[src/rv64md_pkg.sv]
package rv64md_pkg;

    localparam int XLEN = 64;
    localparam int WLEN = 32;
    localparam int TAG_W = 5;
    localparam int OP_W = 4;

    typedef logic [OP_W-1:0] op_t;

    localparam op_t OP_MUL    = 4'd0;
    localparam op_t OP_MULH   = 4'd1;
    localparam op_t OP_MULHSU = 4'd2;
    localparam op_t OP_MULHU  = 4'd3;
    localparam op_t OP_MULW   = 4'd4;
    localparam op_t OP_DIV    = 4'd5;
    localparam op_t OP_DIVU   = 4'd6;
    localparam op_t OP_DIVW   = 4'd7;
    localparam op_t OP_DIVUW  = 4'd8;
    localparam op_t OP_REM    = 4'd9;
    localparam op_t OP_REMU   = 4'd10;
    localparam op_t OP_REMW   = 4'd11;
    localparam op_t OP_REMUW  = 4'd12;

    typedef struct packed {
        op_t              op;
        logic [XLEN-1:0]  operand_a;
        logic [XLEN-1:0]  operand_b;
        logic [TAG_W-1:0] dest_tag;
    } in_beat_t;

    typedef struct packed {
        logic [XLEN-1:0]  result;
        logic [TAG_W-1:0] dest_tag_out;
    } out_beat_t;

    // state carried down the cell chain
    typedef struct packed {
        op_t              op;
        logic [TAG_W-1:0] tag;
        logic             is_div;
        logic [XLEN-1:0]  hi;
        logic [XLEN-1:0]  lo;
        logic [XLEN-1:0]  d;
        logic [XLEN-1:0]  corr;
        logic             neg_q;
        logic             neg_r;
    } stage_t;

    function automatic logic [XLEN-1:0] sext32(input logic [XLEN-1:0] v);
        return {{(XLEN-WLEN){v[WLEN-1]}}, v[WLEN-1:0]};
    endfunction

endpackage

[src/rv64md_cell.sv]
module rv64md_cell
    import rv64md_pkg::*;
(
    input  logic   aclk,
    input  logic   aresetn,
    input  logic   en,
    input  logic   in_valid,
    input  stage_t in_stage,
    output logic   valid_reg,
    output stage_t stage_reg
);

    stage_t          stage_next;
    logic [XLEN:0]   rem_ext;
    logic [XLEN+1:0] diff;
    logic [XLEN:0]   sum;

    always_comb begin
        stage_next = in_stage;
        rem_ext    = {in_stage.hi, in_stage.lo[XLEN-1]};
        diff       = {1'b0, rem_ext} - {2'b00, in_stage.d};
        sum        = {1'b0, in_stage.hi} + (in_stage.lo[0] ? {1'b0, in_stage.d} : '0);
        if (in_stage.is_div) begin
            // restoring division step
            if (!diff[XLEN+1]) begin
                stage_next.hi = diff[XLEN-1:0];
                stage_next.lo = {in_stage.lo[XLEN-2:0], 1'b1};
            end else begin
                stage_next.hi = rem_ext[XLEN-1:0];
                stage_next.lo = {in_stage.lo[XLEN-2:0], 1'b0};
            end
        end else begin
            // shift-add multiply step
            stage_next.hi = sum[XLEN:1];
            stage_next.lo = {sum[0], in_stage.lo[XLEN-1:1]};
        end
    end

    always_ff @(posedge aclk) begin
        if (!aresetn) begin
            valid_reg <= 1'b0;
        end else if (en) begin
            valid_reg <= in_valid;
        end
    end

    always_ff @(posedge aclk) begin
        if (en) begin
            stage_reg <= stage_next;
        end
    end

endmodule

[config.mk]
export PLATFORM = sky130hd
export DESIGN_NAME = rv64md_cell
export DESIGN_NICKNAME = d
export VERILOG_FILES = /design/src/rv64md_pkg.sv /design/src/rv64md_cell.sv
export SDC_FILE = /design/constraint.sdc
export NUM_CORES = 1
export LEC_CHECK = 0
export BUFFER_PORTS_ARGS = -buffer_cell sky130_fd_sc_hd__buf_2
export CAP_MARGIN = 10
export CORE_AREA = 2 2 212 214
export CTS_BUF_LIST = sky130_fd_sc_hd__clkbuf_16
export DETAILED_ROUTE_END_ITERATION = 10
export DIE_AREA = 0 0 214 216
export HOLD_SLACK_MARGIN = 0.06
export PLACE_DENSITY = 0.66
export SLEW_MARGIN = 20
export SYNTH_ARGS = -nofsm -noshare
export SYNTH_HDL_FRONTEND = slang
export SYNTH_SLANG_ARGS = --single-unit
[constraint.sdc]
create_clock -name aclk -period 8.7 [get_ports aclk]
set_clock_uncertainty 0.2 [all_clocks]
set_input_delay 0.435 -clock aclk [delete_from_list [all_inputs] [get_ports aclk]]
set_output_delay 0.435 -clock aclk [all_outputs]
set_load 0.02 [all_outputs]
==> impl_metrics.env <==
export IMPL_clk_transition_reported_paths_ns=0.06
export IMPL_p_leak_nw=10.9
export IMPL_first_global_vias=17400
export IMPL_yosysWarnings=0
export IMPL_slew_viol_final=0
export IMPL_cts_tree="yes"
export IMPL_synthFlopType="edfxtp_1"
export IMPL_p_clk_share_pct=29.9
export IMPL_ys_seq_area_share_pct=44.4
export IMPL_cap_violations=0
export IMPL_n_fill_cell=3794
export IMPL_hp_class="in2reg"
export IMPL_drc=0
export IMPL_p_per_area_nw_per_um2=171
export IMPL_area_delta_synth_final_pct=35.8
export IMPL_ioPinCount=541
export IMPL_intPower_w=0.00280
export IMPL_synth_cell_types=69
export IMPL_dp_hpwl_um=53700
export IMPL_num_vias=17900
export IMPL_largest_reg_flops=268
export IMPL_cts_path_max_buffers=3
export IMPL_multiInputGateArea_sq_um=9420
export IMPL_tightest_slew_ns=1.07
export IMPL_async_flop_share_pct=0
export IMPL_avgSynthCellArea_sq_um=9.89
export IMPL_post_route_min_period_ns=5.24
export IMPL_critPathArrivalTime_ns=5.31
export IMPL_wl_um=72700
export IMPL_die_h_um=216
export IMPL_drt_iter0_drc=1440
export IMPL_status="completed"
export IMPL_htree_levels=1
export IMPL_crit_path_start_kind="input pin"
export IMPL_cts_sinks=269
export IMPL_syn_num_nets=2237
export IMPL_post_cts_buffers=0
export IMPL_synthTopCellsByCount="edfxtp_1, a21oi_1, nand2_1"
export IMPL_layout_drive_gt1_share_pct=26.1
export IMPL_cp_required_ns=8.77
export IMPL_fin_util_pct=56.2
export IMPL_grt_pass1_wl_um=107000
export IMPL_combPwrFrac_pct=31.5
export IMPL_seqPwrFrac_pct=38.6
export IMPL_first_pass_iters=5
export IMPL_clk_latency_ns=0.56
export IMPL_netlist_area_leader_share_pct=44.3
export IMPL_netlist_area_sq_um=18200
export IMPL_die_area_sq_um=46200
export IMPL_r2r_setup_slack_ns=7.35
export IMPL_antenna_found_initial=8
export IMPL_netlist_instances=1835
export IMPL_ir_worst_vdd_v=0.000150
export IMPL_placed_cells=2894
export IMPL_root_buffer="clkbuf_16"
export IMPL_hold_slack_ns=0.101
export IMPL_setup_violations=0
export IMPL_final_antenna_net_count=0
export IMPL_finalSetupTns_ns=0
export IMPL_grt_start_max_net_pins=121
export IMPL_hold_viol_final=0
export IMPL_gp_congestion=1.01
export IMPL_ff_latch_area_sq_um=8070
export IMPL_post_route_period_util_pct=60.2
export IMPL_rsz0062_at_grt="no"
export IMPL_relSlewSlack_pct=28.0
export IMPL_p_sw_share_pct=33.6
export IMPL_final_nets=2969
export IMPL_path_class="in2reg"
export IMPL_fmax_ghz=0.191
export IMPL_wl_per_cell_um=22.8
export IMPL_synth_largest_area_cell="edfxtp_1"
export IMPL_ys_seq_elements=269
export IMPL_power_w=0.00421
export IMPL_core_area_sq_um=43800
export IMPL_num_rows=77
export IMPL_crit_fanout=53
export IMPL_port_buffers=540
export IMPL_groute_usage_overall_pct=30.0
export IMPL_synth_area_leaders="edfxtp_1, ha_1, a21oi_1"
export IMPL_net_switching_power_w=0.00141
export IMPL_synth_edf_count=268
export IMPL_synth_most_common_cell="edfxtp_1"
export IMPL_end_kind="flop"
export IMPL_cts_buffers=30
export IMPL_gr_total_overflow=0
export IMPL_fin_cells=3189
export IMPL_dieWidth_um=214
export IMPL_vias_per_cell=5.60
export IMPL_initial_core_util_pct=41.4
## power groups by stage
| stage | sequential (W) | combinational [W] | clock, W |
|---|---|---|---|
| 2_1_floorplan | 0.00181 | 0.000591 | 0 |
| 3_3_place_gp | 0.00165 | 0.00120 | 0 |
| 3_5_place_dp | 0.00165 | 0.00121 | 0 |
| 4_1_cts | 0.00162 | 0.00130 | 0.00128 |
| 5_1_grt | 0.00164 | 0.00141 | 0.00133 |
| 6_report | 0.00163 | 0.00132 | 0.00126 |
## final cells by class
| type | count | area share (%) |
|---|---|---|
| multi-input combinational | 1394 | 38.2 |
| sequential | 269 | 32.7 |
| timing repair buffer | 779 | 20.7 |
| clock buffer | 31 | 3.15 |
| tap | 592 | 3.01 |
| inverter | 93 | 1.42 |
| clock inverter | 24 | 0.721 |
| antenna | 7 | 0.0711 |
## metrics by stage
| step | setup WS [ns] | cell area [sq um] |
|---|---|---|
| 6_report | 3.46 | 24600 |
| 3_5_place_dp | 3.22 | 21300 |
| 3_3_place_gp | 3.21 | 21300 |
| 2_1_floorplan | 4.93 | 18200 |
| 5_1_grt | 3.05 | 24600 |
| 4_1_cts | 3.43 | 24600 |
## logic make-up after synthesis
family	count (synthesis)	synth area share [%]
adders and majority gates	130	9.04
and+or+nand+nor	504	13.4
AOI/OAI and AO/OA	568	19.2
xor gates and xnor gates	116	5.60
muxes	76	4.65
buffers and inverters	172	3.69
DFF	269	44.4
## path summary, 6_finish.rpt
kind / from / cells after the start / to
worst min register to register: valid_reg / 3 / valid_reg
worst min-delay path: in_stage[238] / 3 / stage_reg[239]
worst max register to register: valid_reg / 3 / valid_reg
worst max-delay path: in_stage[70] / 16 / stage_reg[231]
## cells in the final DEF, fill, tap and decap left out, types with 6 or more instances in the layout
| master | synthesis | routed |
|---|---|---|
| xor2_1 | 48 | 48 |
| a211o_1 | 7 | 7 |
| a21oi_1 | 208 | 208 |
| nand3_1 | 22 | 22 |
| mux2_2 | 66 | 66 |
| clkinv_2 | 0 | 9 |
| nand4_1 | 33 | 33 |
| a211oi_1 | 24 | 24 |
| a21o_1 | 63 | 63 |
| nand2b_1 | 16 | 16 |
| o21ai_1 | 20 | 19 |
| o21ai_0 | 107 | 107 |
| buf_2 | 5 | 537 |
| mux2i_1 | 10 | 10 |
| nor3_1 | 24 | 24 |
| o211ai_1 | 21 | 21 |
| edfxtp_1 | 268 | 268 |
| nand2_1 | 158 | 158 |
| xnor2_1 | 68 | 68 |
| clkbuf_16 | 0 | 31 |
| ha_1 | 128 | 128 |
| a41oi_1 | 6 | 6 |
| buf_4 | 1 | 7 |
| nor2b_1 | 14 | 14 |
| and2_1 | 74 | 74 |
| nor2_1 | 121 | 121 |
| diode_2 | 0 | 7 |
| nor4_1 | 6 | 6 |
| o21a_1 | 18 | 17 |
| inv_1 | 92 | 96 |
| o31ai_1 | 6 | 6 |
| dlygate4sd3_1 | 0 | 233 |
| o21bai_1 | 21 | 21 |
| and3_1 | 14 | 14 |
| a31oi_1 | 16 | 16 |
## routing by layer
metal  GRT usage (%)  routed length (um)
met5               0                  55
met4            15.9                4330
met3            4.71                4900
met2            50.5               34100
met1            37.2               29400
## worst max-delay path: stages
cell and delay, ns:
dlygate4sd3_1 0.55, buf_2 0.14, inv_1 0.05, ha_1 0.35, a21o_1 0.21, a211o_1 0.29, o21ai_0 0.31, a31oi_1 0.13
buf_4 0.18, a2111oi_1 0.57, or3_4 0.26, o21a_2 0.66, buf_4 0.65, nor2_1 0.12, a211oi_1 0.28, a21oi_1 0.07
## what timing repair did
action | in CTS | in global routing
gates resized for setup | 0 | 0
endpoints found under the hold margin | 209 | 0
hold buffers | 233 | 0
No activity file was read; power rests on OpenSTA's default activity.
