--- config.mk ---
export PLATFORM = sky130hd
export DESIGN_NAME = rv64md_post
export DESIGN_NICKNAME = d
export VERILOG_FILES = /design/src/rv64md_pkg.sv /design/src/rv64md_post.sv
export SDC_FILE = /design/constraint.sdc
export NUM_CORES = 1
export LEC_CHECK = 0
export BUFFER_PORTS_ARGS = -buffer_cell sky130_fd_sc_hd__buf_2
export CAP_MARGIN = 20
export CORE_MARGIN = 5
export CORE_UTILIZATION = 25
export DETAILED_ROUTE_END_ITERATION = 8
export PLACE_DENSITY = 0.42
export SLEW_MARGIN = 20
export SYNTH_ARGS = -nofsm -noshare
export SYNTH_HDL_FRONTEND = slang
export SYNTH_SLANG_ARGS = --single-unit
--- constraint.sdc ---
create_clock -name aclk -period 5.55 [get_ports aclk]
set_clock_uncertainty 0.2 [all_clocks]
set_input_delay 0.2775 -clock aclk [delete_from_list [all_inputs] [get_ports aclk]]
set_output_delay 0.2775 -clock aclk [all_outputs]
set_load 0.03 [all_outputs]
--- src/rv64md_pkg.sv ---
package rv64md_pkg;

    localparam int XLEN = 64;
    localparam int WLEN = 32;
    localparam int TAG_W = 5;
    localparam int OP_W = 4;

    typedef logic [OP_W-1:0] op_t;

    localparam op_t OP_MUL    = 4'd0;
    localparam op_t OP_MULH   = 4'd1;
    localparam op_t OP_MULHSU = 4'd2;
    localparam op_t OP_MULHU  = 4'd3;
    localparam op_t OP_MULW   = 4'd4;
    localparam op_t OP_DIV    = 4'd5;
    localparam op_t OP_DIVU   = 4'd6;
    localparam op_t OP_DIVW   = 4'd7;
    localparam op_t OP_DIVUW  = 4'd8;
    localparam op_t OP_REM    = 4'd9;
    localparam op_t OP_REMU   = 4'd10;
    localparam op_t OP_REMW   = 4'd11;
    localparam op_t OP_REMUW  = 4'd12;

    typedef struct packed {
        op_t              op;
        logic [XLEN-1:0]  operand_a;
        logic [XLEN-1:0]  operand_b;
        logic [TAG_W-1:0] dest_tag;
    } in_beat_t;

    typedef struct packed {
        logic [XLEN-1:0]  result;
        logic [TAG_W-1:0] dest_tag_out;
    } out_beat_t;

    // state carried down the cell chain
    typedef struct packed {
        op_t              op;
        logic [TAG_W-1:0] tag;
        logic             is_div;
        logic [XLEN-1:0]  hi;
        logic [XLEN-1:0]  lo;
        logic [XLEN-1:0]  d;
        logic [XLEN-1:0]  corr;
        logic             neg_q;
        logic             neg_r;
    } stage_t;

    function automatic logic [XLEN-1:0] sext32(input logic [XLEN-1:0] v);
        return {{(XLEN-WLEN){v[WLEN-1]}}, v[WLEN-1:0]};
    endfunction

endpackage

--- src/rv64md_post.sv ---
module rv64md_post
    import rv64md_pkg::*;
(
    input  logic      aclk,
    input  logic      aresetn,
    input  logic      en,
    input  logic      in_valid,
    input  stage_t    in_stage,
    output logic      valid_reg,
    output out_beat_t beat_reg
);

    out_beat_t       beat_next;
    logic [XLEN-1:0] quo;
    logic [XLEN-1:0] rem;

    always_comb begin
        quo = in_stage.neg_q ? (~in_stage.lo + 1'b1) : in_stage.lo;
        rem = in_stage.neg_r ? (~in_stage.hi + 1'b1) : in_stage.hi;
        beat_next.dest_tag_out = in_stage.tag;
        unique case (in_stage.op)
            OP_MUL:                     beat_next.result = in_stage.lo;
            OP_MULH, OP_MULHSU:         beat_next.result = in_stage.hi - in_stage.corr;
            OP_MULHU:                   beat_next.result = in_stage.hi;
            OP_MULW:                    beat_next.result = sext32(in_stage.lo);
            OP_DIV, OP_DIVU:            beat_next.result = quo;
            OP_DIVW, OP_DIVUW:          beat_next.result = sext32(quo);
            OP_REM, OP_REMU:            beat_next.result = rem;
            OP_REMW, OP_REMUW:          beat_next.result = sext32(rem);
            default:                    beat_next.result = '0;
        endcase
    end

    always_ff @(posedge aclk) begin
        if (!aresetn) begin
            valid_reg <= 1'b0;
        end else if (en) begin
            valid_reg <= in_valid;
        end
    end

    always_ff @(posedge aclk) begin
        if (en) begin
            beat_reg <= beat_next;
        end
    end

endmodule
==> reports/qor.txt, run 1 <==
Core Footprint -> 44100 um2
Clk pin slew, worst setup/hold paths -> 0.07 ns
Worst EP required -> 5.46 ns
WL per Instance -> 23.0 um
largest net degree at the start of global routing -> 59
vias in the first global route -> 13315
final-report max-slew violation count -> 0
status -> complete, no violations
worst hold path type -> primary input to flop
TritonCTS Buffers -> 9
Rows -> 77
final-report setup violation count -> 0
# H-tree levels -> 3
CTS sink cnt -> 70
GRT Resource Usage Total -> 21.9%
Area after DPL -> 13100 um2
LEAKAGE -> 5.43 nW
Vias -> 13622
top cell type's share of synthesized area -> 18.6%
drt first-iter violations -> 1335
clock latency on the worst-skew pair -> 0.38 ns
CTS tree -> done
Yosys cell types -> 73
unrepaired setup endpoints after global routing -> no
CTS Hold Bufs -> 7
Mean Syn Cell Area -> 6.96 um2
Via-to-Cell Ratio -> 5.63
die area -> 48800 um2
number of flops mapped to enable cells by yosys -> 69
Area Growth Syn to Fin -> 21.3%
fin area -> 13500 um2
startpoint class of the critical path -> primary input
antenna violations before repair -> 10
final WL -> 55.7 mm
CTS root buffer -> clkbuf_16
Slew headroom -> 27.3%
Slew @ Worst Pin -> 1.08 ns
first-pass GRT wire length -> 83.5 mm
Synth top cells by count -> nand2_1 (173), o21ai_0 (161), a21oi_1 (159), nor2_1 (140), clkbuf_1 (91)
Max clock buf depth -> 2
maximum VDD drop -> 104 uV
largest cells by area after synthesis -> edfxtp_1 (19%), ha_1 (7.3%), o21ai_0 (7.3%)
layout net count -> 2156
Post-route DRC -> 0
Yosys Warn Count -> 0
num ports -> 342
max reg flops -> 69
die width -> 221 um
Final Hold Viols -> 0
CP max FO -> 7
initial core utilization -> 25.2%
Final HPWL DP -> 43.7 mm
Post-Syn Nets -> 1935
dominant cell by count in the synthesized netlist -> nand2_1
Cell Area, Synth -> 11100 um2
synthesized flop and latch total -> 70
Mapped Cells -> 1597
Worst EP arrival -> 4.37 ns
Overflow after GRT -> 0
drt pass-1 iters -> 6
final period utilization -> 80.3%
Post-CTS Resized -> 0
ys flop type -> edfxtp_1
Placer Congestion -> 0.913
Post-synth ARST share -> 0%
post-route setup TNS -> 0 ns
kind of critical path -> primary input to flop
PwrDens -> 193 nW/um2
fraction of layout cells with a size suffix above 1 -> 19.1%
fmax -> 0.224 GHz
max-capacitance violation count -> 0
Port Buf Inserts -> 276
Post-CTS Setup Bufs -> 0
register area share after synthesis -> 18.8%
critical path endpoint category -> flop
DRT antenna net count -> 0
area leader, netlist -> edfxtp_1
fin crit period -> 4.46 ns
Die H -> 221 um
[placed cells by master (no fill, tap or decap), drive strengths merged, types with 7 or more instances in the layout]
master,netlist,final
a21o,20,20
o21ai,161,161
inv,87,87
nand4,30,30
ha,65,65
nand3,37,37
o31ai,28,28
mux2i,12,12
dlygate4sd3,0,7
xnor2,47,47
xor2,34,34
a211oi,12,12
and2,8,8
a221oi,18,18
a21oi,159,159
clkbuf,91,12
or2,10,10
or3,37,37
buf,8,302
o41ai,11,11
a22oi,12,12
nor2,140,140
nand2,173,173
nor3,64,64
o2111ai,10,10
edfxtp,69,69
a31oi,15,15
a221o,8,8
o211ai,21,21
nor4,19,19
or4,24,24
and3,11,11
nand2b,20,20
o21a,16,16
nor2b,23,23
[routing by layer]
| layer | share of wire (%) | up-vias | GRT usage (%) |
|---|---|---|---|
| met1 | 47 | 6528 | 31.4 |
| li1 | - | 6430 | - |
| met2 | 44 | 602 | 34.0 |
| met5 | 0.039 | - | 0 |
| met4 | 1.9 | 6 | 6.16 |
| met3 | 6.7 | 56 | 3.75 |
[per-stage QoR]
| step | setup WS (ns) | util (%) | instances | hold WS (ns) | total power [mW] |
|---|---|---|---|---|---|
| 3_5_place_dp | 0.754 | 29.7 | 2392 | 0.260 | 1.95 |
| 4_1_cts | 1.15 | 30.5 | 2415 | 0.0534 | 2.61 |
| 5_1_grt | 0.870 | 30.5 | 2419 | 0.0960 | 2.76 |
| 6_report | 1.09 | 30.5 | 2421 | 0.0707 | 2.60 |
| 3_3_place_gp | 0.786 | 29.7 | 2392 | 0.256 | 1.95 |
| 2_1_floorplan | 1.36 | - | 1597 | 0.176 | 1.48 |
[power by group]
| part | internal (mW) | total (mW) | switching, mW |
|---|---|---|---|
| clock network | 0.370 | 0.641 | 0.271 |
| logic | 0.426 | 1.27 | 0.841 |
| registers | 0.672 | 0.691 | 0.0190 |
[worst max-delay path, stage by stage]
cell and delay [ns]:
buf_2 0.13, nor4_1 0.60, nor4b_2 0.80, and3_1 0.39
nand3_1 0.21, or3_1 0.46, or4_1 0.53, o41ai_1 0.41
nor3_1 0.08, a2111oi_0 0.31, o211ai_1 0.15
[cell families (layout without fill, tap and decap cells)]
group	after synthesis	count (layout)	synth area share, %
xor gates and xnor gates	81	81	6.38
AOI/OAI and AO/OA	561	561	32.1
other	0	6	0
adders and majority gates	66	66	7.50
buffers and inverters	186	412	6.37
DFF	70	70	18.8
and+or+nand+nor	618	618	27.4
muxes	15	15	1.38
[final cells by class]
type | instances | area [um2]
antenna | 6 | 15.0
multi-input combinational | 1341 | 8350
clock buffer | 12 | 256
sequential | 70 | 2090
tap | 592 | 741
fill | 4972 | 30600
clock inverter | 4 | 45.0
timing repair buffer | 309 | 1650
inverter | 87 | 327
[worst paths after layout]
kind	slack (ns)	cells after the start	endpoint	from
setup / recovery	1.09	11	beat_reg[58]	in_stage[203]
hold / removal	0.07	3	beat_reg[24]	in_stage[149]
setup reg to reg	4.18	3	valid_reg	valid_reg
hold reg to reg	0.90	3	valid_reg	valid_reg
(Power assumes the default switching activity.)
==> run 2: changes to the inputs <==
PLACE_DENSITY = 0.43   (was 0.42)
clock period = 4.1 ns   (was 5.55 ns; I/O delays follow)
==> reports/qor.txt, run 2 (synthesis results as in run 1) <==
status -> complete, no violations (unchanged)
clock latency on the worst-skew pair -> 0.38 ns (about the same)
R2R depth -> 3 (unchanged)
Final HPWL DP -> 45.6 mm (was 43.7 mm)
Port Buf Inserts -> 276 (unchanged)
Worst EP arrival -> 3.89 ns (was 4.37 ns)
antenna violations before repair -> 6 (was 10)
Overflow after GRT -> 0 (unchanged)
# H-tree levels -> 3 (unchanged)
final-report setup violation count -> 0 (unchanged)
maximum VDD drop -> 132 uV (was 104 uV)
internal power -> 2.02 mW (was 1.47 mW)
P_sw -> 1.57 mW (was 1.13 mW)
first-pass GRT wire length -> 85.1 mm (was 83.5 mm)
worst hold path type -> primary input to flop (unchanged)
Slew headroom -> 36.3% (was 27.3%)
Placer Congestion -> 0.913 (about the same)
DRT antenna net count -> 0 (unchanged)
Clk pin slew, worst setup/hold paths -> 0.07 ns (about the same)
Post-CTS Setup Bufs -> 0 (unchanged)
sw frac -> 43.7% (was 43.5%)
Via-to-Cell Ratio -> 5.45 (was 5.63)
placed insts -> 2546 (was 2392)
max reg flops -> 69 (unchanged)
Die H -> 221 um (unchanged)
CTS root buffer -> clkbuf_16 (unchanged)
Final Hold Viols -> 0 (unchanged)
fin crit period -> 3.98 ns
kind of critical path -> primary input to flop (unchanged)
most used cell, CP -> or4_1
fin area -> 14600 um2 (was 13500 um2)
Area after DPL -> 14300 um2 (was 13100 um2)
final period utilization -> 97.0%
layout net count -> 2315 (was 2156)
max incr delay on CP -> 0.59 ns (was 0.80 ns)
PwrDens -> 245 nW/um2 (was 193 nW/um2)
Comb power frac -> 52.1% (was 48.8%)
Levels on crit path -> 11 (unchanged)
Max clock buf depth -> 2 (unchanged)
TritonCTS Buffers -> 9 (unchanged)
worst hold path depth -> 3 (unchanged)
Buf+Inv Stages, Crit Path -> 2 (was 1)
Worst EP required -> 4.02 ns (was 5.46 ns)
CP cell instances -> buf_2, or3_1, or4_1, or4_4, or3_4, or4_1, buf_4, o31ai_1, nor3_1, a2111oi_0, o211ai_1 (was buf_2, nor4_1, nor4b_2, and3_1, nand3_1, or3_1, or4_1, o41ai_1, nor3_1, a2111oi_0, o211ai_1)
CTS sink cnt -> 70 (unchanged)
CP max FO -> 5 (was 7)
Worst Setup Slack, final -> 0.122 ns (was 1.09 ns)
drt first-iter violations -> 1298 (was 1335)
startpoint class of the critical path -> primary input (unchanged)
LEAKAGE -> 6.17 nW (was 5.43 nW)
die area -> 48800 um2 (unchanged)
fmax -> 0.251 GHz
initial core utilization -> 25.2% (unchanged)
drt pass-1 iters -> 8 (was 6)
die width -> 221 um (unchanged)
Fillers -> 4908 (was 4972)
Post-route DRC -> 0 (unchanged)
Rows -> 77 (unchanged)
commonest cells after routing, fill and taps aside -> buf_2 (275), buf_4 (179), nand2_1 (172) (was buf_2 (275), nand2_1 (172), o21ai_0 (161))
largest net degree at the start of global routing -> 47 (was 59)
vias in the first global route -> 13708 (was 13315)
max-capacitance violation count -> 0 (unchanged)
Flop pwr share -> 26.2% (was 26.6%)
GRT Resource Usage Total -> 22.3% (was 21.9%)
CTS tree -> done (unchanged)
final-report max-slew violation count -> 0 (unchanged)
unrepaired setup endpoints after global routing -> no (unchanged)
final WL -> 56.8 mm (was 55.7 mm)
WL per Instance -> 22.1 um (was 23.0 um)
critical path's top delay family -> simple AND/OR/NAND/NOR gates (unchanged)
Core Footprint -> 44100 um2 (unchanged)
dpl ws -> -0.268 ns (was 0.754 ns)
Slew @ Worst Pin -> 0.946 ns (was 1.08 ns)
fraction of layout cells with a size suffix above 1 -> 25.2% (was 19.1%)
Non-Filler Instances -> 2575 (was 2421)
Clk network pwr share -> 21.7% (was 24.7%)
num ports -> 342 (unchanged)
Area Growth Syn to Fin -> 31.8% (was 21.3%)
Critical Path Slowest Stage Cell -> or4_1 (was nor4b_2)
Vias -> 14042 (was 13622)
commonest non-fill, non-tap cell in the layout -> buf_2 (unchanged)
critical path endpoint category -> flop (unchanged)
==> run 2: cell types whose count changed in the layout (fill, tap and decap cells not counted), sizes merged <==
| cell | delta |
|---|---|
| buf | +154 |
| dlygate4sd3 | +5 |
| clkbuf | +2 |
| clkinv | -1 |
| diode | -5 |
| bufinv | -1 |
==> run 2: worst paths after layout <==
| kind | end | slack (ns) | from |
|---|---|---|---|
| setup / recovery | beat_reg[58] | 0.12 | in_stage[142] |
| hold / removal | beat_reg[44] | 0.04 | in_stage[169] |
| setup reg to reg | valid_reg | 2.76 | valid_reg |
| hold reg to reg | valid_reg | 0.87 | valid_reg |
==> run 2: repair_timing <==
| item | 4_1_cts | 5_1_grt |
|---|---|---|
| endpoints found under the hold margin | 10 | 0 |
| hold buffers | 12 | 0 |
| resized for setup | 0 | 4 |
| setup endpoints to repair | 0 | 10 |
==> run 2: worst min-delay path, cell delays in order <==
cell and delay, ns:
buf_2 0.11, nand2_1 0.05, o211ai_1 0.13
==> run 2: power by group through the flow <==
stage | clock [mW] | sequential, mW | combinational [mW]
finish | 0.778 | 0.940 | 1.87
detailed placement | 0 | 0.954 | 1.84
global placement | 0 | 0.954 | 1.84
global route | 0.828 | 0.949 | 2.02
floorplan | 0 | 1.14 | 0.854
CTS | 0.807 | 0.942 | 1.86
==> run 2: layer usage <==
metal | part of all wire [%] | GRT usage (%)
met5 | 0.086 | 0
met4 | 2.3 | 6.54
met3 | 6.3 | 3.98
met2 | 44 | 35.2
met1 | 47 | 31.2
==> run 2: cell type report <==
class / count / area, um2 / share of cell area (%)
Antenna cell: 1 / 2.50 / 0.0171
Timing Repair Buffer: 468 / 2880 / 19.7
Clock inverter: 2 / 10.0 / 0.0683
Multi-Input combinational cell: 1341 / 8350 / 57.0
Inverter: 87 / 327 / 2.23
Sequential cell: 70 / 2090 / 14.3
Tap cell: 592 / 741 / 5.06
Clock buffer: 14 / 244 / 1.67
==> run 2: through the flow <==
| stage | power (mW) | TNS, ns | util [%] | hold WS, ns |
|---|---|---|---|---|
| after floorplan | 2.00 | -0.0134 | - | 0.104 |
| after global placement | 2.80 | -1.51 | 32.3 | 0.183 |
| after detailed placement | 2.79 | -1.92 | 32.3 | 0.183 |
| after CTS | 3.61 | 0 | 33.2 | 0.000120 |
| after global routing | 3.80 | 0 | 33.2 | 0.0420 |
| final | 3.58 | 0 | 33.2 | 0.0364 |
